$ cat config.mk
export PLATFORM = sky130hd
export DESIGN_NAME = hims_ram
export DESIGN_NICKNAME = d
export VERILOG_FILES = /design/src/hdl/hims_ram.sv
export SDC_FILE = /design/constraint.sdc
export NUM_CORES = 1
export LEC_CHECK = 0
export BUFFER_PORTS_ARGS = -buffer_cell sky130_fd_sc_hd__buf_2
export CORE_UTILIZATION = 30
export CTS_BUF_LIST = sky130_fd_sc_hd__clkbuf_4
export CTS_CLUSTER_DIAMETER = 120
export DETAILED_ROUTE_END_ITERATION = 8
export HOLD_SLACK_MARGIN = 0.02
export PLACE_DENSITY = 0.51
export SETUP_SLACK_MARGIN = 0.5
export SLEW_MARGIN = 15
export SYNTH_ARGS = -nofsm -noshare
export SYNTH_HDL_FRONTEND = slang
export SYNTH_SLANG_ARGS = --single-unit
$ cat constraint.sdc
create_clock -name clk -period 4.51 [get_ports clk]
set_clock_uncertainty 0.2 [all_clocks]
set_input_delay 0.2255 -clock clk [delete_from_list [all_inputs] [get_ports clk]]
set_output_delay 0.2255 -clock clk [all_outputs]
set_load 0.05 [all_outputs]
$ cat src/hdl/hims_ram.sv
// generic single-clock ram, one write port and one read port, registered read
// no dependencies
module hims_ram #(
	parameter int WIDTH = 8,
	parameter int DEPTH = 16
) (
	input  logic                     clk,
	input  logic                     we,
	input  logic [$clog2(DEPTH)-1:0] waddr,
	input  logic [WIDTH-1:0]         wdata,
	input  logic                     re,
	input  logic [$clog2(DEPTH)-1:0] raddr,
	output logic [WIDTH-1:0]         rdata
);

	logic [WIDTH-1:0] mem [DEPTH];

	// write port and registered read port
	always_ff @(posedge clk) begin
		if (we) begin
			mem[waddr] <= wdata;
		end
		if (re) begin
			rdata <= mem[raddr];
		end
	end

endmodule

==> Word-level counts from Yosys, hierarchy flattened <==
Memory sizes are Yosys's and may differ from the RTL's. A register that Yosys moved wholly into a read port is not among the register bits.
Index checks and enable logic that the tools add are counted.
{ "classes": {"mux": 2} }
{ "ops": {"columns": ["op", "n"], "rows": [
  ["two-way mux 1 bit", 2]
]} }
{ "word_totals": {"ramBits": 128, "ff_bits": 0, "in_bits": 19, "mem_count": 1} }
{ "mem_list": {"columns": ["memory", "depth", "width", "rd", "rd_clocked_by_memory_dff", "wr", "line_no", "source"], "rows": [
  ["mem", 16, 8, 1, 1, 1, "16", "logic [WIDTH-1:0] mem [DEPTH];"]
]} }

==> Depth between registers and ports, before layout <==
{ "logic_depth": {"ltp_word": 2, "depth_mapped": 5, "ltp_nobuf": 3} }

==> Worst setup path before layout <==
No wires, ideal clock.
{ "synth_path": {"path_kind": "input -> register", "start": "input waddr[2]", "end": "memory mem[0][0] (enable)", "arrival_time_ns": 1.335, "path_buffers": 0, "t_required_ns": 3.927, "setup_slack_ns": 2.592, "path_stages": 2, "setup_ns": 0.383, "path_cell_list": "or3b_2 > nor3_1"} }
{ "synth_rtl": {"columns": ["element", "line_no", "source"], "rows": [
  ["start, declared", "9", "input logic [$clog2(DEPTH)-1:0] waddr,"],
  ["end, declared", "16", null]
]} }
No word-level cell before the write port.

==> Worst setup path after layout <==
{ "layout_path": {"start": "input waddr[0]", "end": "memory mem[10][5] (enable)"} }
No word-level cell before the write port.

==> load_flow_metrics.sql <==
INSERT INTO impl_metrics (metric_group, metric, value, unit) VALUES
('status', 'run_status', 'finished clean', ''),
('logic_synthesis', 'synth.yosys.warnings', '0', ''),
('hold_path', 'hold_path.class', 'in2reg', ''),
('grt', 'first_global_vias', '2471', ''),
('grt', 'grt_overflow_total', '0', ''),
('logic_synthesis', 'synth.net_count', '248', ''),
('flow_run', 'drv_cap', '0', ''),
('placed_design', 'place_congestion', '0.6565', ''),
('finish', 'flow.area_growth_from_synthesis', '13.40', '%'),
('worst_setup_path', 'timing.critical_path.to_type', 'flip-flop', ''),
('finish', 'fin_cells', '506', ''),
('pwr', 'worst_ir_drop_vdd', '0.1362', 'mV'),
('placed_design', 'dp_cells', '466', ''),
('sta', 'setup_repair_after_global_routing_missed_its_margin', 'false', ''),
('sta', 'post-route-period-util', '45.99', '%'),
('sta', 'final_max_slew_viol_count', '0', ''),
('pwr', 'static-leakage-power', '1.908', 'nW'),
('routing', 'drc_errors', '0', ''),
('clocking', 'cts_tree', 'built', ''),
('sta', 'period_needed', '2074', 'ps'),
('clocking', 'cts-buffers-inserted', '17', ''),
('routing', 'postRouteWirelength', '10580', 'µm'),
('worst_setup_path', 'worst-r2r-cell-count', '3', ''),
('routing', 'first_pass_iters', '4', ''),
('worst_setup_path', 'reg2reg_slack', '2820', 'ps'),
('routing', 'via_count', '2383', ''),
('routing', 'avgRoutedWirePerCell', '20.90', 'µm'),
('finish', 'layout.nets', '296', ''),
('finish', 'mostFrequentLayoutCells', 'sky130_fd_sc_hd__edfxtp_1 (136), sky130_fd_sc_hd__buf_2 (26), sky130_fd_sc_hd__clkbuf_4 (21), sky130_fd_sc_hd__mux4_2 (18), sky130_fd_sc_hd__a22oi_1 (16)', ''),
('clocking', 'clk_latency', '520', 'ps'),
('logic_synthesis', 'post_synth_inst_count', '229', ''),
('clocking', 'postCtsSetupBuffers', '0', ''),
('die', 'design.portCount', '27', ''),
('routing', 'via_per_inst', '4.709', ''),
('logic_synthesis', 'yosys_register_bits', '136', ''),
('grt', 'grt_use_total', '12.78', '%'),
('routing', 'drt_iter0_markers', '210', ''),
('die', 'fp.dieH', '134.0', 'µm'),
('grt', 'wire_length_of_the_first_global_routing_pass', '15690', 'µm'),
('clocking', 'path_clk_slew', '100', 'ps'),
('placed_design', 'port_buffers', '26', ''),
('worst_setup_path', 'worst_setup_path_endpoint', 'mem[10][5]', ''),
('finish', 'layout.cells.most_common', 'sky130_fd_sc_hd__edfxtp_1', ''),
('logic_synthesis', 'yosysTopAreaCell', 'sky130_fd_sc_hd__edfxtp_1', ''),
('die', 'floorplan.initialDensity', '31.08', '%'),
('placed_design', 'detailed_place_hpwl', '6516', 'µm'),
('logic_synthesis', 'synthesis.area', '5228', 'µm²'),
('clocking', 'cts_root_buffer', 'sky130_fd_sc_hd__clkbuf_4', ''),
('worst_setup_path', 'path_max_fanout', '8', ''),
('finish', 'filler_cell_count', '1624', ''),
('clocking', 'clock_sinks', '136', ''),
('sta', 'fmax', '482.1', 'MHz'),
('clocking', 'htree_num_levels', '4', ''),
('logic_synthesis', 'synth_sequential_area_ratio', '78.12', '%'),
('finish', 'num_antenna_cells', '0', ''),
('die', 'dieWidth', '134.0', 'µm'),
('die', 'fp.dieArea', '17960', 'µm²'),
('finish', 'drive_gt1_share', '25.87', '%'),
('sta', 'slew_headroom', '25.93', '%'),
('grt', 'grt_start_max_net_pins', '33', ''),
('worst_setup_path', 'crit_start', 'waddr[0]', ''),
('worst_setup_path', 'worstReg2RegStart', 'mem[1][0]', ''),
('die', 'coreArea', '16820', 'µm²'),
('sta', 'hold_viol_final', '0', ''),
('pwr', 'power.density', '389.4', 'nW/µm²'),
('logic_synthesis', 'avgSynthCellArea', '22.83', 'µm²'),
('worst_setup_path', 'path_class', 'in2reg', ''),
('worst_setup_path', 'rr_endpoint', 'rdata[0]', ''),
('logic_synthesis', 'synth_top_cell_area_share', '78.12', '%'),
('worst_setup_path', 'critPathArrivalTime', '2000', 'ps'),
('worst_setup_path', 'crit_required', '4440', 'ps'),
('sta', 'tightestPinTransition', '1111', 'ps'),
('sta', 'fin_tns_setup', '0', 'ps'),
('grt', 'grt_antenna_before_repair', '0', ''),
('logic_synthesis', 'synth.lib_cells_used.distinct', '18', ''),
('sta', 'setup_violations', '0', ''),
('logic_synthesis', 'synth.area.top_cells', 'sky130_fd_sc_hd__edfxtp_1 (78%), sky130_fd_sc_hd__mux4_2 (7.8%), sky130_fd_sc_hd__mux4_1 (7.0%)', ''),
('routing', 'ant_nets', '0', ''),
('clocking', 'max-clock-path-buffers', '2', ''),
('worst_setup_path', 'critPathLaunchType', 'input pin', ''),
('die', 'core.rowCount', '47', '');
-- cell families (layout without fill, tap and decap cells) --
| family | after synthesis | in the layout | share of synthesized area, % |
|---|---|---|---|
| AOI/OAI and AO/OA | 16 | 16 | 2.298 |
| buffers and inverters | 10 | 67 | 1.651 |
| DFF | 136 | 136 | 78.12 |
| muxes | 32 | 32 | 14.79 |
| and+or+nand+nor | 35 | 35 | 3.136 |
-- metal layers --
layer  part of all wire [%]  track usage, %  vias up
met2                     47           19.08       71
met1                     47           17.12     1229
li1                       -               -     1074
met3                    5.6           4.535        9
met5                      0               0        -
met4                   0.90           4.735        0
-- cells in the mapped netlist --
library cell,number
sky130_fd_sc_hd__nor3_1,4
sky130_fd_sc_hd__buf_2,3
sky130_fd_sc_hd__or3b_2,1
sky130_fd_sc_hd__and2b_1,1
sky130_fd_sc_hd__nor2_1,13
sky130_fd_sc_hd__buf_6,3
sky130_fd_sc_hd__nand3b_1,2
sky130_fd_sc_hd__a22oi_1,16
sky130_fd_sc_hd__nor2b_1,1
sky130_fd_sc_hd__nand2_1,9
sky130_fd_sc_hd__nand3_1,1
sky130_fd_sc_hd__mux4_2,18
sky130_fd_sc_hd__clkdlybuf4s25_2,3
sky130_fd_sc_hd__nand2b_1,2
sky130_fd_sc_hd__edfxtp_1,136
sky130_fd_sc_hd__and2_1,1
sky130_fd_sc_hd__buf_4,1
sky130_fd_sc_hd__mux4_1,14
-- through the flow --
stage / setup slack (ps) / utilization (%) / cell area (µm²) / power (mW) / hold WS (ps)
after detailed placement: 1832 / 33.11 / 5569 / 1.609 / 422.0
after floorplan: 2592 / - / 5228 / 1.550 / 124.4
final: 2436 / 35.25 / 5928 / 2.308 / 115.1
after CTS: 2418 / 35.25 / 5928 / 2.325 / 80.77
after global placement: 1856 / 33.11 / 5569 / 1.605 / 423.3
after global routing: 2328 / 35.25 / 5928 / 2.389 / 93.50
-- worst max-delay path: stages --
cell and delay, ps:
sky130_fd_sc_hd__dlygate4sd3_1 520, sky130_fd_sc_hd__buf_2 170, sky130_fd_sc_hd__nand2b_1 230, sky130_fd_sc_hd__nor2_1 850
-- repair_timing --
item / 4_1_cts / 5_1_grt
hold buffers: 12 / 0
endpoints found under the hold margin: 160 / 0
resized for setup: 0 / 0
-- worst min path at each step --
stage	from	endpoint	slack (ps)	cells after the start
after floorplan	wdata[0]	mem[0][0]	120	0
after global placement	wdata[7]	mem[12][7]	420	1
after detailed placement	re	rdata[3]	420	1
after CTS	waddr[2]	mem[12][4]	80	3
after global routing	waddr[2]	mem[12][7]	90	3
final	waddr[2]	mem[12][0]	120	3
-- area by class of cell --
| cell class | count | area [µm²] | share of cell area (%) |
|---|---|---|---|
| clock buffers | 21 | 157.7 | 2.659 |
| clock inverters | 7 | 81.33 | 1.372 |
| multi-input cells | 83 | 1072 | 18.09 |
| flip-flops and latches | 136 | 4084 | 68.89 |
| well taps | 220 | 275.3 | 4.643 |
| repair buffers | 39 | 257.7 | 4.348 |
-- power breakdown --
part           total (mW)  internal, mW  switching, mW
registers            1.43          1.42        0.00716
logic               0.154        0.0558         0.0981
clock network       0.725         0.335          0.391
-- state kept, by name (all words and copies together), names as in the netlist --
register and flops:
mem 128, rdata 8
(Power assumes the default switching activity.)
