`src/hdl/hims_pkg.sv`:
```
// shared types, constants and codes for the hashed id membership set
// no dependencies; used by the block's modules but hims_ram, and its checker
package hims_pkg;

	// field widths
	localparam int ID_W        = 32;
	localparam int ACTION_W    = 2;
	localparam int STATUS_W    = 2;
	localparam int COUNT_W     = 13;
	localparam int HASH_BITS_W = 4;

	// default geometry
	localparam int INDEX_BITS_DEF = 10;
	localparam int WAYS_DEF       = 4;

	// multiplicative hash constant and register reset
	localparam logic [ID_W-1:0]        HASH_MULT       = 32'd2654435761;
	localparam logic [HASH_BITS_W-1:0] HASH_BITS_RESET = 4'd10;

	// action codes
	localparam logic [ACTION_W-1:0] ACT_FIND   = 2'd0;
	localparam logic [ACTION_W-1:0] ACT_ADD    = 2'd1;
	localparam logic [ACTION_W-1:0] ACT_REMOVE = 2'd2;
	localparam logic [ACTION_W-1:0] ACT_CLEAR  = 2'd3;

	// status codes
	localparam logic [STATUS_W-1:0] ST_DONE      = 2'd0;
	localparam logic [STATUS_W-1:0] ST_NO_CHANGE = 2'd1;
	localparam logic [STATUS_W-1:0] ST_FULL      = 2'd2;

	typedef struct packed {
		logic [ACTION_W-1:0]    action;
		logic signed [ID_W-1:0] id;
	} in_item_t;

	typedef struct packed {
		logic                found;
		logic [STATUS_W-1:0] status;
		logic [COUNT_W-1:0]  entry_count;
	} out_item_t;

	// outcome of one bucket update
	typedef struct packed {
		logic                found;
		logic [STATUS_W-1:0] status;
		logic                row_we;
		logic                cnt_inc;
		logic                cnt_dec;
	} upd_t;

endpackage

```
`src/hdl/hims_obuf.sv`:
```
// two-entry result buffer: output register plus skid entry
// depends on hims_pkg
module hims_obuf (
	input  logic                clk,
	input  logic                arst_n,
	input  logic                res_valid,
	input  hims_pkg::out_item_t res,
	output logic                out_valid,
	input  logic                out_ready,
	output hims_pkg::out_item_t out_item,
	output logic                skid_full
);

	logic                out_valid_q;
	logic                skid_valid_q;
	hims_pkg::out_item_t out_q;
	hims_pkg::out_item_t skid_q;
	logic                out_open;

	assign out_open = !out_valid_q || out_ready;

	// occupancy
	always_ff @(posedge clk or negedge arst_n) begin
		if (!arst_n) begin
			out_valid_q  <= 1'b0;
			skid_valid_q <= 1'b0;
		end else if (out_open) begin
			out_valid_q  <= skid_valid_q || res_valid;
			skid_valid_q <= skid_valid_q && res_valid;
		end else if (res_valid) begin
			skid_valid_q <= 1'b1;
		end
	end

	// payload, oldest item first
	always_ff @(posedge clk) begin
		if (out_open) begin
			out_q  <= skid_valid_q ? skid_q : res;
			skid_q <= res;
		end else if (res_valid) begin
			skid_q <= res;
		end
	end

	assign out_valid = out_valid_q;
	assign out_item  = out_q;
	assign skid_full = skid_valid_q;

endmodule

```
`config.mk`:
```
export PLATFORM = sky130hd
export DESIGN_NAME = hims_obuf
export DESIGN_NICKNAME = d
export VERILOG_FILES = /design/src/hdl/hims_pkg.sv /design/src/hdl/hims_obuf.sv
export SDC_FILE = /design/constraint.sdc
export NUM_CORES = 1
export LEC_CHECK = 0
export BUFFER_PORTS_ARGS = -buffer_cell sky130_fd_sc_hd__buf_2
export CORE_MARGIN = 2
export CORE_UTILIZATION = 45
export CTS_BUF_LIST = sky130_fd_sc_hd__clkbuf_8
export DETAILED_ROUTE_END_ITERATION = 10
export HOLD_SLACK_MARGIN = 0.02
export PLACE_DENSITY = 0.71
export SYNTH_ARGS = -nofsm -noshare
export SYNTH_HDL_FRONTEND = slang
export SYNTH_SLANG_ARGS = --single-unit
```
`constraint.sdc`:
```
create_clock -name clk -period 1.8 [get_ports clk]
set_input_delay 0.36 -clock clk [delete_from_list [all_inputs] [get_ports clk]]
set_output_delay 0.36 -clock clk [all_outputs]
set_load 0.005 [all_outputs]
```
; Word level (Yosys, flattened, before mapping)
; Cells that the tools add are included.
[word_totals]
reg_bits = 34
wordCells = 18
[classes]
mux = 5
n_reduce_logical = 5
[ops]
columns = operator, count
row1 = $mux 16, 3
row2 = $logic_or 1x1->1, 2
row3 = $mux 1, 2
row4 = $reduce_bool 2->1, 1
row5 = $logic_and 1x1->1, 1
row6 = $logic_not 1->1, 1

; Depth between registers and ports, before layout
[depth]
word_depth = 3
ltp_mapped = 3
ltp_nobuf = 2

; Worst setup path before layout
; OpenSTA, ideal clock, no wires.
[synth_timing]
path_type = flip-flop to flip-flop
startpoint = reg out_valid_q (netlist: out_valid)
endpoint = reg skid_q[0] in the netlist's numbering, enable pin
setup_ns = 0.375
arrival_time_ns = 0.930
required_ns = 1.425
slack_ns = 0.495
path_stages_with_launch = 3
cell_sequence = dfrtp_1 -> nor2b_1 -> nand2b_1
[synth_via]
elab_chain_cells = 3
[synth_lines]
columns = element, line
row1 = from (decl), hims_obuf.sv:14  ; logic out_valid_q;
row2 = from (signal assigned), hims_obuf.sv:28  ; out_valid_q <= skid_valid_q || res_valid;
row3 = $logic_not 1->1, hims_obuf.sv:20  ; assign out_open = !out_valid_q || out_ready;
row4 = $logic_or 1x1->1, hims_obuf.sv:20
row5 = $reduce_bool 2->1 (no line), n/a
row6 = to (signal assigned), hims_obuf.sv:39  ; skid_q <= res;
row7 = to (signal assigned), hims_obuf.sv:41  ; skid_q <= res;
row8 = to (decl), hims_obuf.sv:17  ; hims_pkg::out_item_t skid_q;
; Every way passes these cells.
; A chain may end at the register's enable or synchronous reset.

; Final worst setup path
[layout_timing]
startpoint = reg out_valid_q (netlist: out_valid)
endpoint = reg out_q (netlist bit out_item[10]), enable pin
[layout_via]
elab_chain_cells = 2
[layout_lines]
columns = element, line
row1 = $logic_not 1->1, hims_obuf.sv:20
row2 = $logic_or 1x1->1, hims_obuf.sv:20
row3 = net out_open, hims_obuf.sv:18  ; logic out_open;
row4 = to (signal assigned), hims_obuf.sv:38  ; out_q <= skid_valid_q ? skid_q : res;
row5 = to (decl), hims_obuf.sv:16  ; hims_pkg::out_item_t out_q;
; The timed path passes the listed nets, and every way through them passes these cells.

==> run summary <==
The flow ran to the end, and the final reports show no timing, DRC or antenna violations. The total routed wirelength came out at 1850 um. The leftover overflow at the end of global routing came out at 0. The leakage power total is 0.653 nW. The initial antenna violation count came to 0. The cell count after synthesis is 57. Broken down by cell family, the worst path's largest delay share belongs to buffers and inverters. The largest voltage drop on the vdd net came out at 0.910 mV. The tightest min-delay check is of the in2reg type. The share of total power in combinational logic is 12.3%. Setup repair after global routing left no endpoint under its margin.

The multi-input combinational cells in the finished layout cover a total of 244 um2. The Yosys warning count is 0. Across all hold checks on the routed design, the worst slack comes to 282 ps. The kind of start point of the critical path is a register.

After synthesis the cells add up to 1290 um2. The combined global-route utilization of all metal layers is 12.1%. The count of boundary I/O pins came out at 38. For the final database, setup skew stands at 3.92 ps. The highest clock frequency the design can meet came out at 0.736 GHz. After the first detailed-routing iteration, the DRC count stood at 9.

The number of global-route vias before repair is 669. For the worst setup path, the data required time is 1700 ps. The area enclosed by the die boundary came out at 3310 um2. The clock tree from TritonCTS is built. The number of clock sinks is 34.

The vertical die dimension is 57.5 um. STA classifies the critical path endpoint as a register. The fraction of layout cells with a size suffix above 1 came out at 60.4%. The largest driver fanout on the critical path came out at 16. The sequential cell area fraction in the yosys report is 78.4%.

The internal power consumption is 1.33 mW. After filler insertion, the fill cell instance count of the layout stands at 194. The proportion of power drawn by flip-flops and latches came out at 59.0%.

The sequential cells in the finished layout cover a total of 1010 um2. The DRC violations left came out at 0. The slew at the pin closest to its max-slew limit came out at 605 ps. The clock-pin slew on the worst setup and hold paths came out at 60 ps.

Measured against its own limit, the worst slew margin works out to 59.6%. Clock tree synthesis selected as its root buffer the cell sky130_fd_sc_hd__clkbuf_8. The mean instance size in the synthesized netlist is 22.6 um2. The buffer and inverter count on the worst path came out at 1.

The final antenna diode count came out at 0. On the worst path, the slowest cell contributes a delay of 460 ps. The netlist uses 11 different library cells. The max capacitance violation total is 0. Post-CTS timing repair inserted 0 buffers for setup.

The net count of the mapped netlist came out at 77. The sum of negative setup slack is 0 ps. Per report_power, the clock group accounts for 28.7% of the total. The mean number of vias per cell came out at 4.77. The total area inside the core boundary comes to 2730 um2. The average detailed-routed wire length per instance is 14.0 um. The cell with the largest stage delay on the worst path is sky130_fd_sc_hd__inv_1. The final RePlAce weighted congestion is 0.691. Setup violations remaining at the end of the flow were counted as 0.

The signal arrival time at the worst endpoint is 1260 ps. The maximum number of pins on one net before global-route repair is 19. The number of hold violations in the final report is 0.

The number of max-slew violations in the final report was 0. The worst setup path is of the reg2reg kind. Traced cell by cell, the critical path runs through nor2b_1 -> inv_1. Compared with the post-synthesis result, the final layout area differs by 22.5%. The global-route wire length before repair came out at 2950 um. The initial utilization of the core area, before any placement, comes to 47.2%. TritonCTS created 5 clock buffers. The width of the die is 57.5 um. The minimum clock period is 1360 ps. The power spent charging and discharging nets is 0.333 mW. The number of buffers between clock root and the deepest sink is 2. The HPWL after detailed placement came out at 1300 um. The first detailed-routing pass took 3 iterations. The final net count came out at 122.

The cell row count came out at 19. The switching power as a share of total power came out at 20.1%. The count of H-tree levels built during CTS came out at 2. The final antenna-violating net count came out at 0. The via count of the routed design came out at 629. The share of the cycle needed by the critical path after routing is 75.5%. The power density relative to cell area is 1050 nW/um2.

The number of synthesized register bits is 34. The worst-skew pair later-pin latency came out at 260 ps. The count of input and output buffers came out at 37.
[synthesized netlist by cell type]
| library cell | n | area, um2 |
|---|---|---|
| sky130_fd_sc_hd__buf_12 | 1 | 20.0 |
| sky130_fd_sc_hd__mux2_2 | 7 | 78.8 |
| sky130_fd_sc_hd__or3_1 | 1 | 6.26 |
| sky130_fd_sc_hd__edfxtp_1 | 32 | 961 |
| sky130_fd_sc_hd__maj3_2 | 1 | 11.3 |
| sky130_fd_sc_hd__dfrtp_1 | 2 | 50.1 |
| sky130_fd_sc_hd__nand2b_1 | 1 | 6.26 |
| sky130_fd_sc_hd__nor2b_1 | 1 | 6.26 |
| sky130_fd_sc_hd__mux2_4 | 9 | 135 |
| sky130_fd_sc_hd__inv_1 | 1 | 3.75 |
| sky130_fd_sc_hd__buf_6 | 1 | 11.3 |
[flip-flops by register name, indices dropped and copies added, names as in the netlist]
| signal | cells |
|---|---|
| out_item | 16 |
| skid_q | 16 |
| out_valid | 1 |
| skid_full | 1 |
[logic make-up (layout without fill, tap and decap cells)]
logic type / after synthesis / count (layout) / synth area share, %
buf+inv: 3 / 47 / 2.72
mux: 16 / 16 / 16.6
simple gates: 3 / 3 / 1.46
fa+ha+maj: 1 / 1 / 0.873
flops: 34 / 34 / 78.4
[per-stage QoR]
| step | area [um2] | setup WS, ps | std cells | total power, mW | utilization [%] |
|---|---|---|---|---|---|
| final | 1580 | 441 | 132 | 1.66 | 57.8 |
| after global routing | 1580 | 335 | 132 | 1.73 | 57.8 |
| after floorplan | 1290 | 495 | 57 | 1.12 | - |
| after CTS | 1580 | 427 | 132 | 1.68 | 57.8 |
| after global placement | 1500 | 447 | 125 | 1.20 | 54.8 |
| after detailed placement | 1500 | 429 | 125 | 1.20 | 54.8 |
[timing repair]
action,CTS,global route
gates resized for setup,0,0
endpoints found under the setup margin,0,0
hold endpoints to repair,2,0
hold buffers,1,0
[cells in the final DEF, fill, tap and decap left out, types with 2 or more instances in the layout]
| master | n |
|---|---|
| sky130_fd_sc_hd__buf_2 | 37 |
| sky130_fd_sc_hd__buf_4 | 2 |
| sky130_fd_sc_hd__clkbuf_8 | 5 |
| sky130_fd_sc_hd__dfrtp_1 | 2 |
| sky130_fd_sc_hd__edfxtp_1 | 32 |
| sky130_fd_sc_hd__mux2_2 | 7 |
| sky130_fd_sc_hd__mux2_4 | 9 |
[final timing paths]
path                                            start                endpoint  slack [ps]  cells past startpoint
worst max-delay path            out_valid$_DFFE_PN0P_  out_item[10]$_DFFE_PP_         440                      2
worst min-delay path                           res[1]     skid_q[1]$_DFFE_PP_         280                      1
worst max register to register  out_valid$_DFFE_PN0P_  out_item[10]$_DFFE_PP_         440                      2
worst min register to register    skid_q[0]$_DFFE_PP_   out_item[0]$_DFFE_PP_         550                      1
max in group asynchronous                      arst_n   out_valid$_DFFE_PN0P_        1290                      2
min in group asynchronous                      arst_n   skid_full$_DFFE_PN0P_         410                      2
[worst reg2reg max path, stage by stage, from the launching register on]
cell and delay (ps):
sky130_fd_sc_hd__dfrtp_1 370, sky130_fd_sc_hd__nor2b_1 160, sky130_fd_sc_hd__inv_1 460
[area by class of cell]
cell class	instances	share of cell area [%]
Multi-Input combinational cell	20	15.4
Tap cell	31	2.45
Clock buffer	5	4.35
Sequential cell	34	64.0
Inverter	1	0.238
Clock inverter	1	0.238
Timing Repair Buffer	40	13.3
[per-layer routing]
metal  global-route usage, %  part of all wire [%]
met1                    12.6                    37
met2                    22.2                    57
met3                    3.85                   4.3
met4                    4.98                   1.2
met5                       0                     0
[power groups by stage]
stage | logic [mW] | clock network [mW] | registers (mW)
floorplan | 0.124 | 0 | 1.00
global placement | 0.202 | 0 | 0.993
detailed placement | 0.207 | 0 | 0.996
CTS | 0.209 | 0.495 | 0.980
global route | 0.223 | 0.524 | 0.985
finish | 0.205 | 0.477 | 0.979
Note: power is estimated with default switching activity, not from simulation.
