**src/hdl/hims_pkg.sv**
```systemverilog
// shared types, constants and codes for the hashed id membership set
// no dependencies; used by the block's modules but hims_ram, and its checker
package hims_pkg;

	// field widths
	localparam int ID_W        = 32;
	localparam int ACTION_W    = 2;
	localparam int STATUS_W    = 2;
	localparam int COUNT_W     = 13;
	localparam int HASH_BITS_W = 4;

	// default geometry
	localparam int INDEX_BITS_DEF = 10;
	localparam int WAYS_DEF       = 4;

	// multiplicative hash constant and register reset
	localparam logic [ID_W-1:0]        HASH_MULT       = 32'd2654435761;
	localparam logic [HASH_BITS_W-1:0] HASH_BITS_RESET = 4'd10;

	// action codes
	localparam logic [ACTION_W-1:0] ACT_FIND   = 2'd0;
	localparam logic [ACTION_W-1:0] ACT_ADD    = 2'd1;
	localparam logic [ACTION_W-1:0] ACT_REMOVE = 2'd2;
	localparam logic [ACTION_W-1:0] ACT_CLEAR  = 2'd3;

	// status codes
	localparam logic [STATUS_W-1:0] ST_DONE      = 2'd0;
	localparam logic [STATUS_W-1:0] ST_NO_CHANGE = 2'd1;
	localparam logic [STATUS_W-1:0] ST_FULL      = 2'd2;

	typedef struct packed {
		logic [ACTION_W-1:0]    action;
		logic signed [ID_W-1:0] id;
	} in_item_t;

	typedef struct packed {
		logic                found;
		logic [STATUS_W-1:0] status;
		logic [COUNT_W-1:0]  entry_count;
	} out_item_t;

	// outcome of one bucket update
	typedef struct packed {
		logic                found;
		logic [STATUS_W-1:0] status;
		logic                row_we;
		logic                cnt_inc;
		logic                cnt_dec;
	} upd_t;

endpackage

```
**src/hdl/hims_update.sv**
```systemverilog
// bucket row update: parallel way compare, free way pick, new valid bits and ids
// depends on hims_pkg
module hims_update #(
	parameter int WAYS = hims_pkg::WAYS_DEF
) (
	input  logic [hims_pkg::ACTION_W-1:0] action,
	input  logic [hims_pkg::ID_W-1:0]     id,
	input  logic [WAYS-1:0]               row_valid,
	input  logic [WAYS*hims_pkg::ID_W-1:0] row_ids,
	output logic [WAYS-1:0]               new_valid,
	output logic [WAYS*hims_pkg::ID_W-1:0] new_ids,
	output hims_pkg::upd_t                upd
);

	localparam int IW = hims_pkg::ID_W;

	logic [WAYS-1:0] match;
	logic [WAYS-1:0] match_lo;
	logic [WAYS-1:0] free;
	logic [WAYS-1:0] free_lo;
	logic            hit;
	logic            has_free;

	// compare every valid way against the id
	always_comb begin
		for (int w = 0; w < WAYS; w++) begin
			match[w] = row_valid[w] && (row_ids[w*IW +: IW] == id);
		end
	end

	// lowest matching way and lowest free way
	assign match_lo = match & (~match + WAYS'(1));
	assign free     = ~row_valid;
	assign free_lo  = free & (~free + WAYS'(1));
	assign hit      = |match;
	assign has_free = |free;

	// new id goes into the lowest free way
	always_comb begin
		for (int w = 0; w < WAYS; w++) begin
			new_ids[w*IW +: IW] = free_lo[w] ? id : row_ids[w*IW +: IW];
		end
	end

	// decide the outcome per action
	always_comb begin
		new_valid   = row_valid;
		upd.found   = hit;
		upd.status  = hims_pkg::ST_DONE;
		upd.row_we  = 1'b0;
		upd.cnt_inc = 1'b0;
		upd.cnt_dec = 1'b0;
		unique case (action)
			hims_pkg::ACT_FIND: begin
			end
			hims_pkg::ACT_ADD: begin
				if (hit) begin
					upd.status = hims_pkg::ST_NO_CHANGE;
				end else if (!has_free) begin
					upd.status = hims_pkg::ST_FULL;
				end else begin
					new_valid   = row_valid | free_lo;
					upd.row_we  = 1'b1;
					upd.cnt_inc = 1'b1;
				end
			end
			hims_pkg::ACT_REMOVE: begin
				if (hit) begin
					new_valid   = row_valid & ~match_lo;
					upd.row_we  = 1'b1;
					upd.cnt_dec = 1'b1;
				end else begin
					upd.status = hims_pkg::ST_NO_CHANGE;
				end
			end
			hims_pkg::ACT_CLEAR: begin
				upd.found = 1'b0;
			end
			default: begin
			end
		endcase
	end

endmodule

```
**config.mk**
```make
export PLATFORM = sky130hd
export DESIGN_NAME = hims_update
export DESIGN_NICKNAME = d
export VERILOG_FILES = /design/src/hdl/hims_pkg.sv /design/src/hdl/hims_update.sv
export SDC_FILE = /design/constraint.sdc
export NUM_CORES = 1
export LEC_CHECK = 0
export ABC_AREA = 1
export BUFFER_PORTS_ARGS = -buffer_cell sky130_fd_sc_hd__clkbuf_2
export CAP_MARGIN = 0
export CORE_ASPECT_RATIO = 0.5
export CORE_UTILIZATION = 30
export DETAILED_ROUTE_END_ITERATION = 8
export GPL_TIMING_DRIVEN = 0
export PLACE_DENSITY_LB_ADDON = 0.25
export SLEW_MARGIN = 20
export SYNTH_ARGS = -nofsm -noshare
export SYNTH_HDL_FRONTEND = slang
export SYNTH_SLANG_ARGS = --single-unit
```
**constraint.sdc**
```tcl
create_clock -name vclk -period 1.5
set_input_delay 0.15 -clock vclk [all_inputs]
set_output_delay 0.15 -clock vclk [all_outputs]
set_load 0.02 [all_outputs]
```
Yosys cells after proc, flatten, opt, wreduce, memory -nomap -nowiden

Index checks and enable logic that the tools add are counted.

Flip-flop bits (word level): 0

Bitwise gates (word level): 8
Eq/ne operators: 7
Mux-type cells: 18
$add $sub $neg: 2
Reductions and logical operators: 6

Operators by type and width:

| cell                  | number |
|---|---|
| $eq A32 B32 Y1        | 4 |
| $mux W32              | 4 |
| $not A4 Y4            | 4 |
| $and A4 B4 Y4         | 3 |
| $mux W4               | 3 |
| $add A4 B1 Y4 const B | 2 |
| $mux W2               | 4 |
| $pmux W4 S2           | 1 |
| $reduce_or A4 Y1      | 2 |
| $pmux W3 S2           | 1 |
| $mux W1               | 5 |
| $eq A2 B2 Y1 const B  | 2 |
| $logic_and A1 B1 Y1   | 4 |
| $or A4 B4 Y4          | 1 |
| $eq A2 B1 Y1 const B  | 1 |

Depth between registers and ports, before layout

Word-level depth: 9
Depth in mapped cells: 14

Worst setup path before layout

Ideal clock, no wire load.

Path type: input -> output
From: input id[26] (netlist bit)
To: output upd[3] (netlist bit)
Stages: 10
Required time: 1.350 ns
Path slack: -0.099 ns
Arrival time: 1.449 ns
Cells stage by stage: buf_2 -> xnor2_1 -> nand2_1 -> nor2_1 -> nand2_1 -> nor2_1 -> nand3_2 -> nand3_2 -> nor2_4 -> a21oi_1

RTL lines:

| what               | RTL line          | RTL |
|---|---|---|
| start: declaration | hims_update.sv:7  | `input logic [hims_pkg::ID_W-1:0] id,` |
| end: declaration   | hims_update.sv:12 | `output hims_pkg::upd_t upd` |

Worst setup path after layout

From: input row_ids[47] (netlist bit)
To: output new_valid[1]

Longest elaborated chain between the ends: 9

RTL lines:

| what                    | RTL line          | RTL |
|---|---|---|
| start: declaration      | hims_update.sv:9  | `input logic [WAYS*hims_pkg::ID_W-1:0] row_ids,` |
| $eq A32 B32 Y1 (*)      | hims_update.sv:27 | `match[w] = row_valid[w] && (row_ids[w*IW +: IW] == id);` |
| $logic_and A1 B1 Y1 (*) | hims_update.sv:27 |  |
| $not A4 Y4              | hims_update.sv:32 | `assign match_lo = match & (~match + WAYS'(1));` |
| $add A4 B1 Y4           | hims_update.sv:32 |  |
| $and A4 B4 Y4           | hims_update.sv:32 |  |
| $not A4 Y4              | hims_update.sv:69 | `new_valid = row_valid & ~match_lo;` |
| $and A4 B4 Y4           | hims_update.sv:69 |  |
| $mux W4                 | hims_update.sv:68 | `if (hit) begin` |
| $pmux W4 S2 (*)         | hims_update.sv:53 | `unique case (action)` |
| end: declaration        | hims_update.sv:10 | `output logic [WAYS-1:0] new_valid,` |

Every way passes the cells marked *; elsewhere a longest branch is shown, timed or not.

==> run_results.csv <==
group,metric,value,unit
setup_path,end_kind,"output pin",
power_and_ir_drop,intPower,1037,uW
setup_path,critPathKind,"primary input to output pin",
sta,setup_tns,-4413,ps
floorplan,fp.dieH,86.21,um
final_layout,fin_cells,1403,
power_and_ir_drop,p_total,2687,uW
synth,yosysMostFrequentCell,"nand2_1",
power_and_ir_drop,power_frac_seq,0,%
synth,synthTopCellsByArea,"nand2_1, o21ai_0, xnor2_1",
power_and_ir_drop,clkPwrFrac,0,%
final_layout,post-route-util,53.98,%
route,drtAntennaViolNets,0,
power_and_ir_drop,power_density,363.3,nW/um^2
synth,synth_nets,1064,
sta,slew_violations,0,
setup_path,worst_ep_arrival_time,1770,ps
sta,min_period_over_period,128.2,%
sta,rsz0062_at_grt,"yes",
floorplan,design.portCount,304,
floorplan,core,13700,um^2
floorplan,chipWidth,170.4,um
global_route,grtUsageMet2,45.86,%
power_and_ir_drop,switchingPower,1650,uW
run,cap_violations,0,
synth,yosysTopAreaCellShare,29.21,%
sta,fmax,0.5199,GHz
final_layout,num_antenna_cells,0,
final_layout,n_clock_buffer,0,
global_route,antenna_found_initial,0,
run_status,status,"finished with violations",
power_and_ir_drop,pwr-share-comb,100.0,%
synth,syn-cell-area,4254,um^2
synth,synth.distinct_cells,29,
global_route,grt_busiest_layer,"met2",
synth,synth_top_area_cell,"nand2_1",
global_route,grt_start_max_net_pins,11,
setup_path,worstPathMaxFanout,3,
route,wl_per_cell,17.05,um
synth,syn_avg_cell_area,4.753,um^2
route,wl,23930,um
floorplan,num_rows,30,
setup_path,worst_setup_path_start_kind,"primary input",
setup_path,crit_required,1350,ps
sta,slew_headroom,60.72,%
run_status,violations,"setup timing",
placed_design,globalplace.congestion,0.9951,
worst_hold_path,hold_class,"primary input to output pin",
power_and_ir_drop,switching_share,61.41,%
synth,synth-warning-count,0,
sta,setup_slack,-423.4,ps
sta,fin_crit,1923,ps
power_and_ir_drop,leakagePower,0.004059,uW
global_route,overflow,0,
floorplan,dieArea,14690,um^2
placed_design,hpwl,19590,um
global_route,grt_use_total,29.51,%
route,viasPerCell,5.019,
route,via_count,7041,
final_layout,area_delta_synth_final,73.85,%
route,drt-initial-drc-count,656,
sta,timing_worst_slew_pin_value,589.2,ps
route,first_pass_iters,5,
synth,netlist_top_cells_count,"nand2_1, o21ai_0, inv_1",
final_layout,nets,1382,
placed_design,dp_cells,1376,
route,remaining_drc_errors,0,
synth,yosysSeqAreaShare,0,%
global_route,grt_util_met3,6.073,%
final_layout,fill_cells,1434,
floorplan,start_util,31.05,%
final_layout,regArea,0,um^2
sta,setup_viol,32,
synth,syn-instance-count,895,
final_layout,seq_cells,0,
final_layout,drive_above_1_share,43.27,%
global_route,grt_pass1_wl,33520,um
placed_design,portBuffers,289,
global_route,grt.met1_usage,43.44,%
power_and_ir_drop,ir_worst_vdd,0.1663,mV
global_route,grt_pass1_vias,6093,
worst_hold_path,hold_depth,4,
sta,report.final.hold_viol_count,0,
-- per-stage QoR --
step / hold WS [ps] / worst slack, ps / instance area, um^2
6_report: 658.8 / -423.4 / 7396
5_1_grt: 674.5 / -518.7 / 7396
4_1_cts: 666.6 / -385.7 / 6623
3_5_place_dp: 665.8 / -736.8 / 5978
3_3_place_gp: 661.7 / -726.0 / 5978
2_1_floorplan: 462.4 / -33.28 / 4292
-- kinds of logic (layout without fill, tap and decap cells) --
group	Yosys count	after routing	synth area share (%)
buffers and inverters	141	456	13.09
and+or+nand+nor	511	512	49.50
AOI/OAI and AO/OA	151	151	18.21
adders and majority gates	3	3	0.8824
xor gates and xnor gates	89	89	18.32
-- cell usage in the layout, fill, tap and decap left out, types with 3 or more instances in the layout --
| cell | netlist | routed |
|---|---|---|
| nand2_2 | 0 | 36 |
| nand4_1 | 27 | 27 |
| nor3_1 | 6 | 3 |
| buf_4 | 1 | 44 |
| buf_8 | 0 | 4 |
| inv_2 | 5 | 20 |
| nand3_2 | 4 | 4 |
| nand3b_1 | 3 | 3 |
| nand3_1 | 37 | 33 |
| clkbuf_8 | 0 | 13 |
| nand3_4 | 0 | 4 |
| a21oi_1 | 8 | 5 |
| inv_4 | 0 | 12 |
| buf_12 | 0 | 4 |
| clkbuf_4 | 0 | 14 |
| inv_1 | 96 | 66 |
| nand2_4 | 0 | 11 |
| o21ai_1 | 0 | 13 |
| nor2_2 | 0 | 21 |
| ha_1 | 3 | 3 |
| nor2_4 | 1 | 11 |
| xor2_1 | 29 | 26 |
| buf_2 | 11 | 39 |
| xnor2_2 | 0 | 19 |
| xnor2_1 | 60 | 28 |
| nand2_1 | 331 | 283 |
| nor2_1 | 94 | 63 |
| xnor2_4 | 0 | 13 |
| xor2_2 | 0 | 3 |
| o21ai_0 | 138 | 124 |
| buf_6 | 1 | 10 |
| clkbuf_2 | 2 | 225 |
| nor3_2 | 0 | 3 |
| a21oi_2 | 1 | 3 |
| and2_1 | 4 | 3 |
-- power groups by stage --
stage	Combinational (uW)	Sequential [uW]	Clock (uW)
floorplan	1300	0	0
global placement	2180	0	0
detailed placement	2190	0	0
CTS	2390	0	0
global route	2870	0	0
finish	2690	0	0
-- cell type report --
type	instances	area (um^2)	share of cell area, %
Inverter	101	426.7	5.769
Multi-Input combinational cell	755	4533	61.29
Timing Repair Buffer	315	1846	24.95
Buffer	40	350.3	4.737
Tap cell	192	240.2	3.248
-- critical path, cell delays in order --
cell and delay [ps]:
buf_8 80, inv_4 30, nand2_4 100, nand4_1 260, nor2_1 200, nand2_1 80
nor3_2 190, nand3_2 190, o21ai_1 190, nand2_1 60, nand2_1 50, nand2_1 60
buf_6 130
-- layer usage --
metal / part of all wire [%] / vias to the layer above
li1: - / 3462
met1: 47 / 3281
met2: 43 / 279
met3: 9.0 / 17
met4: 0.48 / 2
met5: 0.24 / -
-- timing repair --
action,4_1_cts,5_1_grt
endpoints found under the setup margin,138,120
buffers inserted,6,20
gates resized for setup,165,251
pin swaps,33,54
hold buffers,0,0
gates cloned,1,0
-- worst paths after layout --
check,slack (ps),start,end
max,-420,row_ids[47],new_valid[1]
min,660,row_ids[47],new_ids[47]
(Power assumes the default switching activity.)
