File: config.mk
export PLATFORM = sky130hd
export DESIGN_NAME = hims_hash
export DESIGN_NICKNAME = d
export VERILOG_FILES = /design/src/hdl/hims_pkg.sv /design/src/hdl/hims_hash.sv
export SDC_FILE = /design/constraint.sdc
export NUM_CORES = 1
export LEC_CHECK = 0
export BUFFER_PORTS_ARGS = -buffer_cell sky130_fd_sc_hd__buf_2
export CAP_MARGIN = 20
export CELL_PAD_IN_SITES_DETAIL_PLACEMENT = 1
export CELL_PAD_IN_SITES_GLOBAL_PLACEMENT = 2
export CORE_MARGIN = 3
export CORE_UTILIZATION = 24
export DETAILED_ROUTE_END_ITERATION = 7
export MAX_ROUTING_LAYER = met4
export PLACE_DENSITY_LB_ADDON = 0.1
export SYNTH_ARGS = -nofsm -noshare
export SYNTH_HDL_FRONTEND = slang
export SYNTH_SLANG_ARGS = --single-unit
export TNS_END_PERCENT = 20
File: constraint.sdc
create_clock -name vclk -period 5.7
set_input_delay 0.57 -clock vclk [all_inputs]
set_output_delay 0.57 -clock vclk [all_outputs]
set_load 0.01 [all_outputs]
File: src/hdl/hims_pkg.sv
// shared types, constants and codes for the hashed id membership set
// no dependencies; used by the block's modules but hims_ram, and its checker
package hims_pkg;

	// field widths
	localparam int ID_W        = 32;
	localparam int ACTION_W    = 2;
	localparam int STATUS_W    = 2;
	localparam int COUNT_W     = 13;
	localparam int HASH_BITS_W = 4;

	// default geometry
	localparam int INDEX_BITS_DEF = 10;
	localparam int WAYS_DEF       = 4;

	// multiplicative hash constant and register reset
	localparam logic [ID_W-1:0]        HASH_MULT       = 32'd2654435761;
	localparam logic [HASH_BITS_W-1:0] HASH_BITS_RESET = 4'd10;

	// action codes
	localparam logic [ACTION_W-1:0] ACT_FIND   = 2'd0;
	localparam logic [ACTION_W-1:0] ACT_ADD    = 2'd1;
	localparam logic [ACTION_W-1:0] ACT_REMOVE = 2'd2;
	localparam logic [ACTION_W-1:0] ACT_CLEAR  = 2'd3;

	// status codes
	localparam logic [STATUS_W-1:0] ST_DONE      = 2'd0;
	localparam logic [STATUS_W-1:0] ST_NO_CHANGE = 2'd1;
	localparam logic [STATUS_W-1:0] ST_FULL      = 2'd2;

	typedef struct packed {
		logic [ACTION_W-1:0]    action;
		logic signed [ID_W-1:0] id;
	} in_item_t;

	typedef struct packed {
		logic                found;
		logic [STATUS_W-1:0] status;
		logic [COUNT_W-1:0]  entry_count;
	} out_item_t;

	// outcome of one bucket update
	typedef struct packed {
		logic                found;
		logic [STATUS_W-1:0] status;
		logic                row_we;
		logic                cnt_inc;
		logic                cnt_dec;
	} upd_t;

endpackage

File: src/hdl/hims_hash.sv
// bucket index: low bits of id times the multiplicative constant, masked to the hash width
// depends on hims_pkg
module hims_hash #(
	parameter int INDEX_BITS = hims_pkg::INDEX_BITS_DEF
) (
	input  logic [hims_pkg::ID_W-1:0]        id,
	input  logic [hims_pkg::HASH_BITS_W-1:0] hash_bits,
	output logic [INDEX_BITS-1:0]            bucket
);

	localparam int EW = $clog2(INDEX_BITS + 1) + 1;
	localparam logic [INDEX_BITS-1:0] MULT_LO = hims_pkg::HASH_MULT[INDEX_BITS-1:0];

	logic [INDEX_BITS-1:0] prod;
	logic [EW-1:0]         req_bits;
	logic [EW-1:0]         eff_bits;
	logic [INDEX_BITS-1:0] mask;

	// low product bits only depend on the low operand bits
	assign prod = id[INDEX_BITS-1:0] * MULT_LO;

	// out of range widths saturate to the full index
	always_comb begin
		req_bits = EW'(hash_bits);
		if (req_bits == '0 || req_bits > EW'(INDEX_BITS)) begin
			eff_bits = EW'(INDEX_BITS);
		end else begin
			eff_bits = req_bits;
		end
	end

	// keep the low eff_bits bits
	always_comb begin
		for (int i = 0; i < INDEX_BITS; i++) begin
			mask[i] = (EW'(i) < eff_bits);
		end
	end

	assign bucket = prod & mask;

endmodule

Yosys cells after proc, flatten, opt, wreduce, memory -nomap -nowiden
Cells that the tools add are included.
W data, S select, Z words.
{"block": "op_classes", "mux": 1, "multipliers": 1, "n_lt_le_gt_ge": 11, "n_reduce_logical": 2, "n_bitwise": 1}
{"cell": "$lt A3 B5 Y1 const A", "count": 4}
{"cell": "$and A10 B10 Y10", "count": 1}
{"cell": "$lt A1 B5 Y1 const A", "count": 2}
{"cell": "$lt A2 B5 Y1 const A", "count": 2}
{"cell": "$lt A4 B5 Y1 const A", "count": 2}
{"cell": "$mul A10 B9 Y10 const B", "count": 1}
{"cell": "$gt A4 B4 Y1 const B", "count": 1}
{"cell": "$logic_not A4 Y1", "count": 1}
{"cell": "$mux W4", "count": 1}
{"cell": "$logic_or A1 B1 Y1", "count": 1}
{"block": "word_totals", "output_inout_bits": 10, "regBits": 0, "wordCells": 16, "in_bits": 36}

Depth between registers and ports, before layout
Gate-level depths: netlist (run 1).
{"block": "depth", "word_depth": 5, "depth_mapped": 10, "depth_no_buf": 10}

Least setup slack after synthesis (run 1)
Ideal clock, no wire load.
{"block": "synth_path", "path_kind": "input to output", "from": "input port id[0] (netlist bit)", "to": "output port bucket[9]", "t_arrival_ns": 3.223, "path_buffers": 0, "setup_slack_ns": 1.907, "path_stages": 10, "required_time_ns": 5.130, "path_cell_list": "ha_1 ha_1 inv_1 fa_1 inv_1 fa_1 ha_1 a21oi_1 xnor3_1 a21oi_2"}
{"block": "synth_between", "elab_chain_len": 2}
{"item": "from (decl)", "line": "hims_hash.sv:6", "rtl": "input logic [hims_pkg::ID_W-1:0] id,"}
{"item": "$mul A10 B9 Y10", "line": "hims_hash.sv:20", "rtl": "assign prod = id[INDEX_BITS-1:0] * MULT_LO;"}
{"item": "$and A10 B10 Y10", "line": "hims_hash.sv:39", "rtl": "assign bucket = prod & mask;"}
{"item": "to (decl)", "line": "hims_hash.sv:8", "rtl": "output logic [INDEX_BITS-1:0] bucket"}
No other way between the ends.

Worst setup path after layout (run 1)
Same ends and word-level chain as after synthesis.

==> results of run 1 <==
-- final cells by class --
type	count	area [um^2]	area share, %
well taps	28	35.03	4.819
repair buffers	24	120.1	16.52
inverters	5	18.77	2.582
multi-input cells	51	553.0	76.08
-- metal layers --
metal | global-route usage [%] | share of wire [%]
met1 | 13.28 | 47
met4 | 0 | 0
met2 | 17.13 | 48
met5 | - | 0
met3 | 0.2681 | 4.8
-- kinds of logic after synthesis --
| family | share of synthesized area, % |
|---|---|
| adder cells (fa/ha/maj) | 52.70 |
| XOR/XNOR | 19.87 |
| AO/OA/AOI/OAI | 15.98 |
| buffers and inverters | 4.536 |
| AND/OR/NAND/NOR | 6.910 |
-- layout by cell type, fill, tap and decap left out, drive strengths merged, types with 2 or more instances in the layout --
cell type,count
fa,4
o31a,4
xnor2,7
ha,18
buf,24
nor2b,2
inv,5
nand2b,2
xnor3,2
a21oi,3
-- worst paths after layout --
| check | to | cells after the start | slack [ns] |
|---|---|---|---|
| worst min-delay path | bucket[0] | 2 | 1.40 |
| worst max-delay path | bucket[9] | 12 | 1.56 |
-- report_power, final --
part	switching [uW]	leakage (uW)	internal [uW]	total, uW
Combinational	64.8	0.000398	74.1	139
Sequential	0	0	0	0
Clock	0	0	0	0
Total	64.8	0.000398	74.1	139
-- through the flow --
| stage | total power, uW | hold WS [ns] | worst slack, ns | utilization, % | cell area [um^2] |
|---|---|---|---|---|---|
| 5_1_grt | 159.8 | 1.418 | 1.439 | 32.24 | 726.9 |
| 3_5_place_dp | 142.7 | 1.408 | 1.522 | 32.24 | 726.9 |
| 3_3_place_gp | 143.1 | 1.410 | 1.517 | 32.24 | 726.9 |
| 4_1_cts | 144.4 | 1.408 | 1.521 | 32.24 | 726.9 |
| 2_1_floorplan | 100.0 | 1.242 | 1.907 | - | 579.3 |
| 6_report | 139.0 | 1.396 | 1.559 | 32.24 | 726.9 |
==> results by stage, run 1 <==
Run status:
- The flow ran to the end, and the final reports show no timing, DRC or antenna violations.

Logic synthesis:
- After synthesis, the netlist uses 20 different library cells.
- The gate count after technology mapping is 58.
- By area the synthesized netlist is led by sky130_fd_sc_hd__ha_1, sky130_fd_sc_hd__fa_1, sky130_fd_sc_hd__xnor2_1.
- Summed over all instances, the cell type with the most area after synthesis is sky130_fd_sc_hd__ha_1.
- After synthesis, the most frequently instantiated cells are sky130_fd_sc_hd__ha_1, sky130_fd_sc_hd__xnor2_1, sky130_fd_sc_hd__inv_1.
- The number of warnings reported in the yosys synthesis log is 0.
- The most numerous cell in the Yosys netlist is sky130_fd_sc_hd__ha_1.
- The net count of the mapped netlist is 116.
- Sequential elements use 0% of the synthesized area.
- Summing every instance area after synthesis gives 579.3 um^2.
- Averaged over all synthesized cells, the footprint is 9.988 um^2.
- The share of the synthesized area in the top cell type is 38.88%.

Critical path:
- Broken down by cell family, the worst path's largest delay share belongs to adder cells.
- The number of buffers and inverters on the critical path is 4.
- The signal on the critical path passes through buf_2 > ha_1 > ha_1 > inv_1 > fa_1 > inv_1 > fa_1 > ha_1 > a21oi_1 > xnor3_1 > a21oi_2 > buf_2.
- The stage delay of the slowest cell on the critical path is 0.54 ns.
- The cell occurring most often along the worst timing path is sky130_fd_sc_hd__ha_1.
- The critical path starts at id[0].
- The worst setup path is captured at an output port.
- The largest fanout on the critical path is 4.
- The worst path arrival time is 3.57 ns.
- The cell type of the slowest stage on the worst timing path is sky130_fd_sc_hd__fa_1.
- The kind of start point of the critical path is a primary input.
- STA puts the critical path data required time at 5.13 ns.
- The category of the critical setup timing path is primary input to output port.

Global routing:
- The pin count of the biggest net entering global routing is 11.
- The first global-routing pass estimated 2.132 mm of wire.
- The number of global-route vias before repair was 492.
- The residual overflow from global routing is 0.
- In the global route stage, overall resource usage came out at 9.755%.
- The number of antenna violations at the first check in global routing came to 0.

Timing:
- The accumulated negative setup slack is 0 ns.
- The final number of hold-violating endpoints is 0.
- The worst path in the final design needs a cycle of 4.141 ns, including I/O delays and setup.
- The timing-limited maximum frequency is 241.5 MHz.
- At the pin with the least slew margin, the transition time is 0.5487 ns.
- The worst-case headroom to the max-slew limit is 63.14%.
- The number of max-slew violations in the final report is 0.
- Setup repair after global routing left no endpoint under its margin.
- The share of the clock period used by the worst path after layout is 72.64%.
- The setup-violating endpoint count in the final report is 0.

Drt:
- The per-cell via count in the routed design is 4.537.
- The total via count in the routed design is 490.
- The length of the first detailed-routing pass in iterations is 2.
- The DRC violation total after the first TritonRoute iteration is 4.
- The final wirelength is 1.284 mm.
- The DRC violation count after routing is 0.
- The routed wire length per instance is 11.89 um.
- The remaining antenna violation count after routing is 0.

Die:
- The initial cell density of the core is 25.69%.
- The die outline height is 55.13 um.
- The total area inside the core boundary comes to 2255 um^2.
- The overall die width is 55.13 um.
- In this run the count of I/O pins placed on the die edge is 46.
- The full die area is 3039 um^2.
- The number of standard-cell rows in the floorplan is 17.

Clocking:
- The total setup buffers inserted after CTS is 0.
- The count of hold buffers inserted by post-cts repair is 0.
- The total of cells resized after clock tree synthesis is 0.

Cells and area:
- The total area of sequential cells is 0 um^2.
- The count of placed standard cells in the final layout, fillers left out is 108.
- The share of final-layout standard cells stronger than drive strength 1 is 31.25%.
- Counting the clock-network buffers in the layout gives 0.
- In the finished design the tool counted flip-flops and latches totalling 0.
- The synthesis-to-finish area growth is 25.49%.
- The layout net count is 140.
- The count of antenna diodes in the layout is 0.
- Counting the fill cells in the layout gives 286.

Min path:
- The min-delay analysis places its worst path in the category primary input to output port.
- The hold path startpoint is id[0].

Place:
- The HPWL after detailed placement is 1.241 mm.
- The number of input and output port buffers inserted is 24.
- The final weighted congestion in routability-driven placement is 0.6943.
- After detailed placement, the design holds a cell count of 108.

Power:
- The reported leakage power is 0.0003984 uW.
- The peak supply drop is 0.08261 mV.
- Dividing total power by cell area gives a power density of 191.2 nW/um^2.

Run:
- The tool flagged a number of max-cap violations equal to 0.
(Power assumes the default switching activity.)
==> inputs of run 2 (changes only) <==
--- a/config.mk
+++ b/config.mk
@@ -10,7 +10,7 @@
 export CELL_PAD_IN_SITES_DETAIL_PLACEMENT = 1
 export CELL_PAD_IN_SITES_GLOBAL_PLACEMENT = 2
 export CORE_MARGIN = 3
-export CORE_UTILIZATION = 24
+export CORE_UTILIZATION = 22
 export DETAILED_ROUTE_END_ITERATION = 7
 export MAX_ROUTING_LAYER = met4
 export PLACE_DENSITY_LB_ADDON = 0.1
==> constraint.sdc (replaced) <==
create_clock -name vclk -period 3.9
set_input_delay 0.39 -clock vclk [all_inputs]
set_output_delay 0.39 -clock vclk [all_outputs]
set_load 0.01 [all_outputs]
==> run 2 against run 1 <==
Wire length increased by 9.3%. Combinational power increased by 47%. Worst hold slack got worse by 0.28 ns. Flip-flop and latch count unchanged. Cell area increased by 2.1%. Via count increased by 1.8%.
==> results by stage, run 2 (synthesized netlist as in run 1, its figures left out) <==
Run status:
- Run status: finished, final reports clean (unchanged).

Min path:
- The end point of the worst hold path is bucket[0] (unchanged).
- The number of cells traversed by the worst hold path is 3 (was 2).
- The hold path startpoint is id[0] (unchanged).
- The class of the tightest hold or removal check is primary input to output port (unchanged).

Power:
- The combinational group share of total power is 100.0% (about the same).
- The design internal power was 109.3 uW (was 74.14 uW).
- The power per cell area is 276.1 nW/um^2 (was 191.2 nW/um^2).
- The peak supply drop is 0.1165 mV (was 0.08261 mV).
- The reported leakage power came to 0.0004080 uW (was 0.0003984 uW).
- The share of total power in the clock network came to 0% (about the same).
- The overall power of the completed layout was 204.9 uW (was 139.0 uW).
- The net switching component of the power is 95.51 uW (was 64.82 uW).
- The net switching fraction of the power was 46.62% (was 46.65%).
- The portion of total power attributed to sequential cells was 0% (about the same).

Cells and area:
- The most frequent standard cell in the layout excluding fill and tap cells is sky130_fd_sc_hd__buf_2 (unchanged).
- The count of antenna diodes in the layout is 0 (unchanged).
- The layout net count is 142 (was 140).
- The multi-input logic area is 553.0 um^2 (unchanged).
- The share of final-layout standard cells stronger than drive strength 1 was 32.93% (was 31.25%).
- The total area of sequential cells is 0 um^2 (unchanged).
- The synthesis-to-finish area growth is 28.08% (was 25.49%).
- The layout sequential cell count is 0 (unchanged).
- Most frequent cells in the layout: sky130_fd_sc_hd__buf_2, sky130_fd_sc_hd__ha_1, sky130_fd_sc_hd__xnor2_1 (unchanged).
- The number of fillers in the final layout was 293 (was 286).
- The clock buffer count is 0 (unchanged).

Drt:
- The final wirelength is 1.404 mm (was 1.284 mm).
- The DRC violation total after the first TritonRoute iteration is 4 (unchanged).
- The DRC violation count after routing is 0 (unchanged).
- The per-cell via count in the routed design came to 4.536 (was 4.537).
- The total via count in the routed design was 499 (was 490).
- The length of the first detailed-routing pass in iterations is 4 (was 2).
- The remaining antenna violation count after routing is 0 (unchanged).
- The routed wire length per instance is 12.76 um (was 11.89 um).

Timing:
- The accumulated negative setup slack is 0 ns (unchanged).
- The share of the clock period used by the worst path after layout is 96.27%.
- The slack of the critical path was 0.1456 ns (was 1.559 ns).
- The final number of hold-violating endpoints is 0 (unchanged).
- The pin slew with the least headroom to its limit was 0.5884 ns (was 0.5487 ns).
- The number of max-slew violations in the final report is 0 (unchanged).
- The setup-violating endpoint count in the final report is 0 (unchanged).
- RSZ-0062 raised after global routing: false (unchanged).
- The worst-case headroom to the max-slew limit came to 60.47% (was 63.14%).
- The timing-limited maximum frequency is 266.4 MHz.
- The smallest clock period supported by the final layout is computed as 3.754 ns.

Critical path:
- The category of the critical setup timing path is primary input to output port (unchanged).
- The start point of the critical path is id[0] (unchanged).
- The required time at the worst-slack endpoint came to 3.51 ns (was 5.13 ns).
- The largest fanout on the critical path came to 2 (was 4).
- The kind of start point of the critical path is a primary input (unchanged).
- The worst path arrival time came to 3.36 ns (was 3.57 ns).
- The sort of element at the end of the critical path is an output port (unchanged).

Die:
- The core outline area is 2361 um^2 (was 2255 um^2).
- The number of standard-cell rows in the floorplan is 17 (unchanged).
- The initial cell density of the core is 24.54% (was 25.69%).
- The die outline height is 57.32 um (was 55.13 um).
- The full die area is 3285 um^2 (was 3039 um^2).
- The boundary pin count came to 46 (unchanged).
- The overall die width is 57.32 um (was 55.13 um).

Place:
- The number of input and output port buffers inserted is 24 (unchanged).
- The HPWL after detailed placement was 1.314 mm (was 1.241 mm).
- The worst setup timing slack at the placement stage was 0.09101 ns (was 1.522 ns).
- The final weighted congestion in routability-driven placement is 0.7618 (was 0.6943).

Run:
- The max-capacitance violation count is 0 (unchanged).

Clocking:
- The count of hold buffers inserted by post-cts repair came to 0 (unchanged).
- The total setup buffers inserted after CTS came to 0 (unchanged).
- The total of cells resized after clock tree synthesis was 0 (unchanged).

Global routing:
- The residual overflow from global routing came to 0 (unchanged).
- The overall track demand over capacity in global routing is 9.490% (was 9.755%).
- The number of antenna violations at the first check in global routing was 0 (unchanged).
- The global-route wire length before repair was 2.477 mm (was 2.132 mm).
- The pin count of the biggest net entering global routing came to 11 (unchanged).
- The number of global-route vias before repair is 547 (was 492).
## run 2: cell count changes in the layout (fill, tap and decap cells not counted)
| cell | before | now |
|---|---|---|
| sky130_fd_sc_hd__buf_4 | 0 | 2 |
## run 2: worst max-delay path, cell delays in order
cell,delay [ns]
sky130_fd_sc_hd__buf_2,0.11
sky130_fd_sc_hd__ha_1,0.31
sky130_fd_sc_hd__ha_1,0.28
sky130_fd_sc_hd__inv_1,0.05
sky130_fd_sc_hd__fa_1,0.54
sky130_fd_sc_hd__inv_1,0.06
sky130_fd_sc_hd__fa_1,0.49
sky130_fd_sc_hd__ha_1,0.34
sky130_fd_sc_hd__a21oi_1,0.14
sky130_fd_sc_hd__xnor3_1,0.41
sky130_fd_sc_hd__a21oi_2,0.10
sky130_fd_sc_hd__buf_2,0.13
## run 2: how the worst max path moves through the flow
stage | to | slack (ns) | depth (start not counted)
global placement | bucket[9] | 0.10 | 12
finish | bucket[9] | 0.15 | 12
floorplan | bucket[9] | 0.47 | 10
global route | bucket[9] | 0.02 | 12
detailed placement | bucket[9] | 0.09 | 12
CTS | bucket[9] | 0.09 | 12
## run 2: area by class of cell
class	instances	share of cell area [%]
inverter	5	2.530
multi-input combinational	51	74.54
tap	28	4.722
timing repair buffer	26	18.21
## run 2: routing by layer
| metal | vias to the layer above | track usage [%] | part of all wire (%) | wire, um |
|---|---|---|---|---|
| met5 | - | - | 0 | 0 |
| met4 | 0 | 0 | 0 | 0 |
| met3 | 0 | 0 | 3.1 | 43 |
| met2 | 14 | 16.15 | 46 | 640 |
| met1 | 229 | 13.51 | 51 | 720 |
| li1 | 256 | - | - | - |
## run 2: power groups by stage
stage | combinational (uW) | sequential [uW] | clock (uW)
final | 205 | 0 | 0
after global placement | 212 | 0 | 0
after global routing | 232 | 0 | 0
after CTS | 214 | 0 | 0
after floorplan | 146 | 0 | 0
after detailed placement | 212 | 0 | 0
## run 2: stage by stage
stage / instance area (um^2) / hold slack (ns) / utilization, % / cells
2_1_floorplan: 579.3 / 0.8815 / - / 58
3_3_place_gp: 742.0 / 1.115 / 31.43 / 110
3_5_place_dp: 742.0 / 1.117 / 31.43 / 110
4_1_cts: 742.0 / 1.119 / 31.43 / 110
5_1_grt: 742.0 / 1.152 / 31.43 / 110
6_report: 742.0 / 1.112 / 31.43 / 110
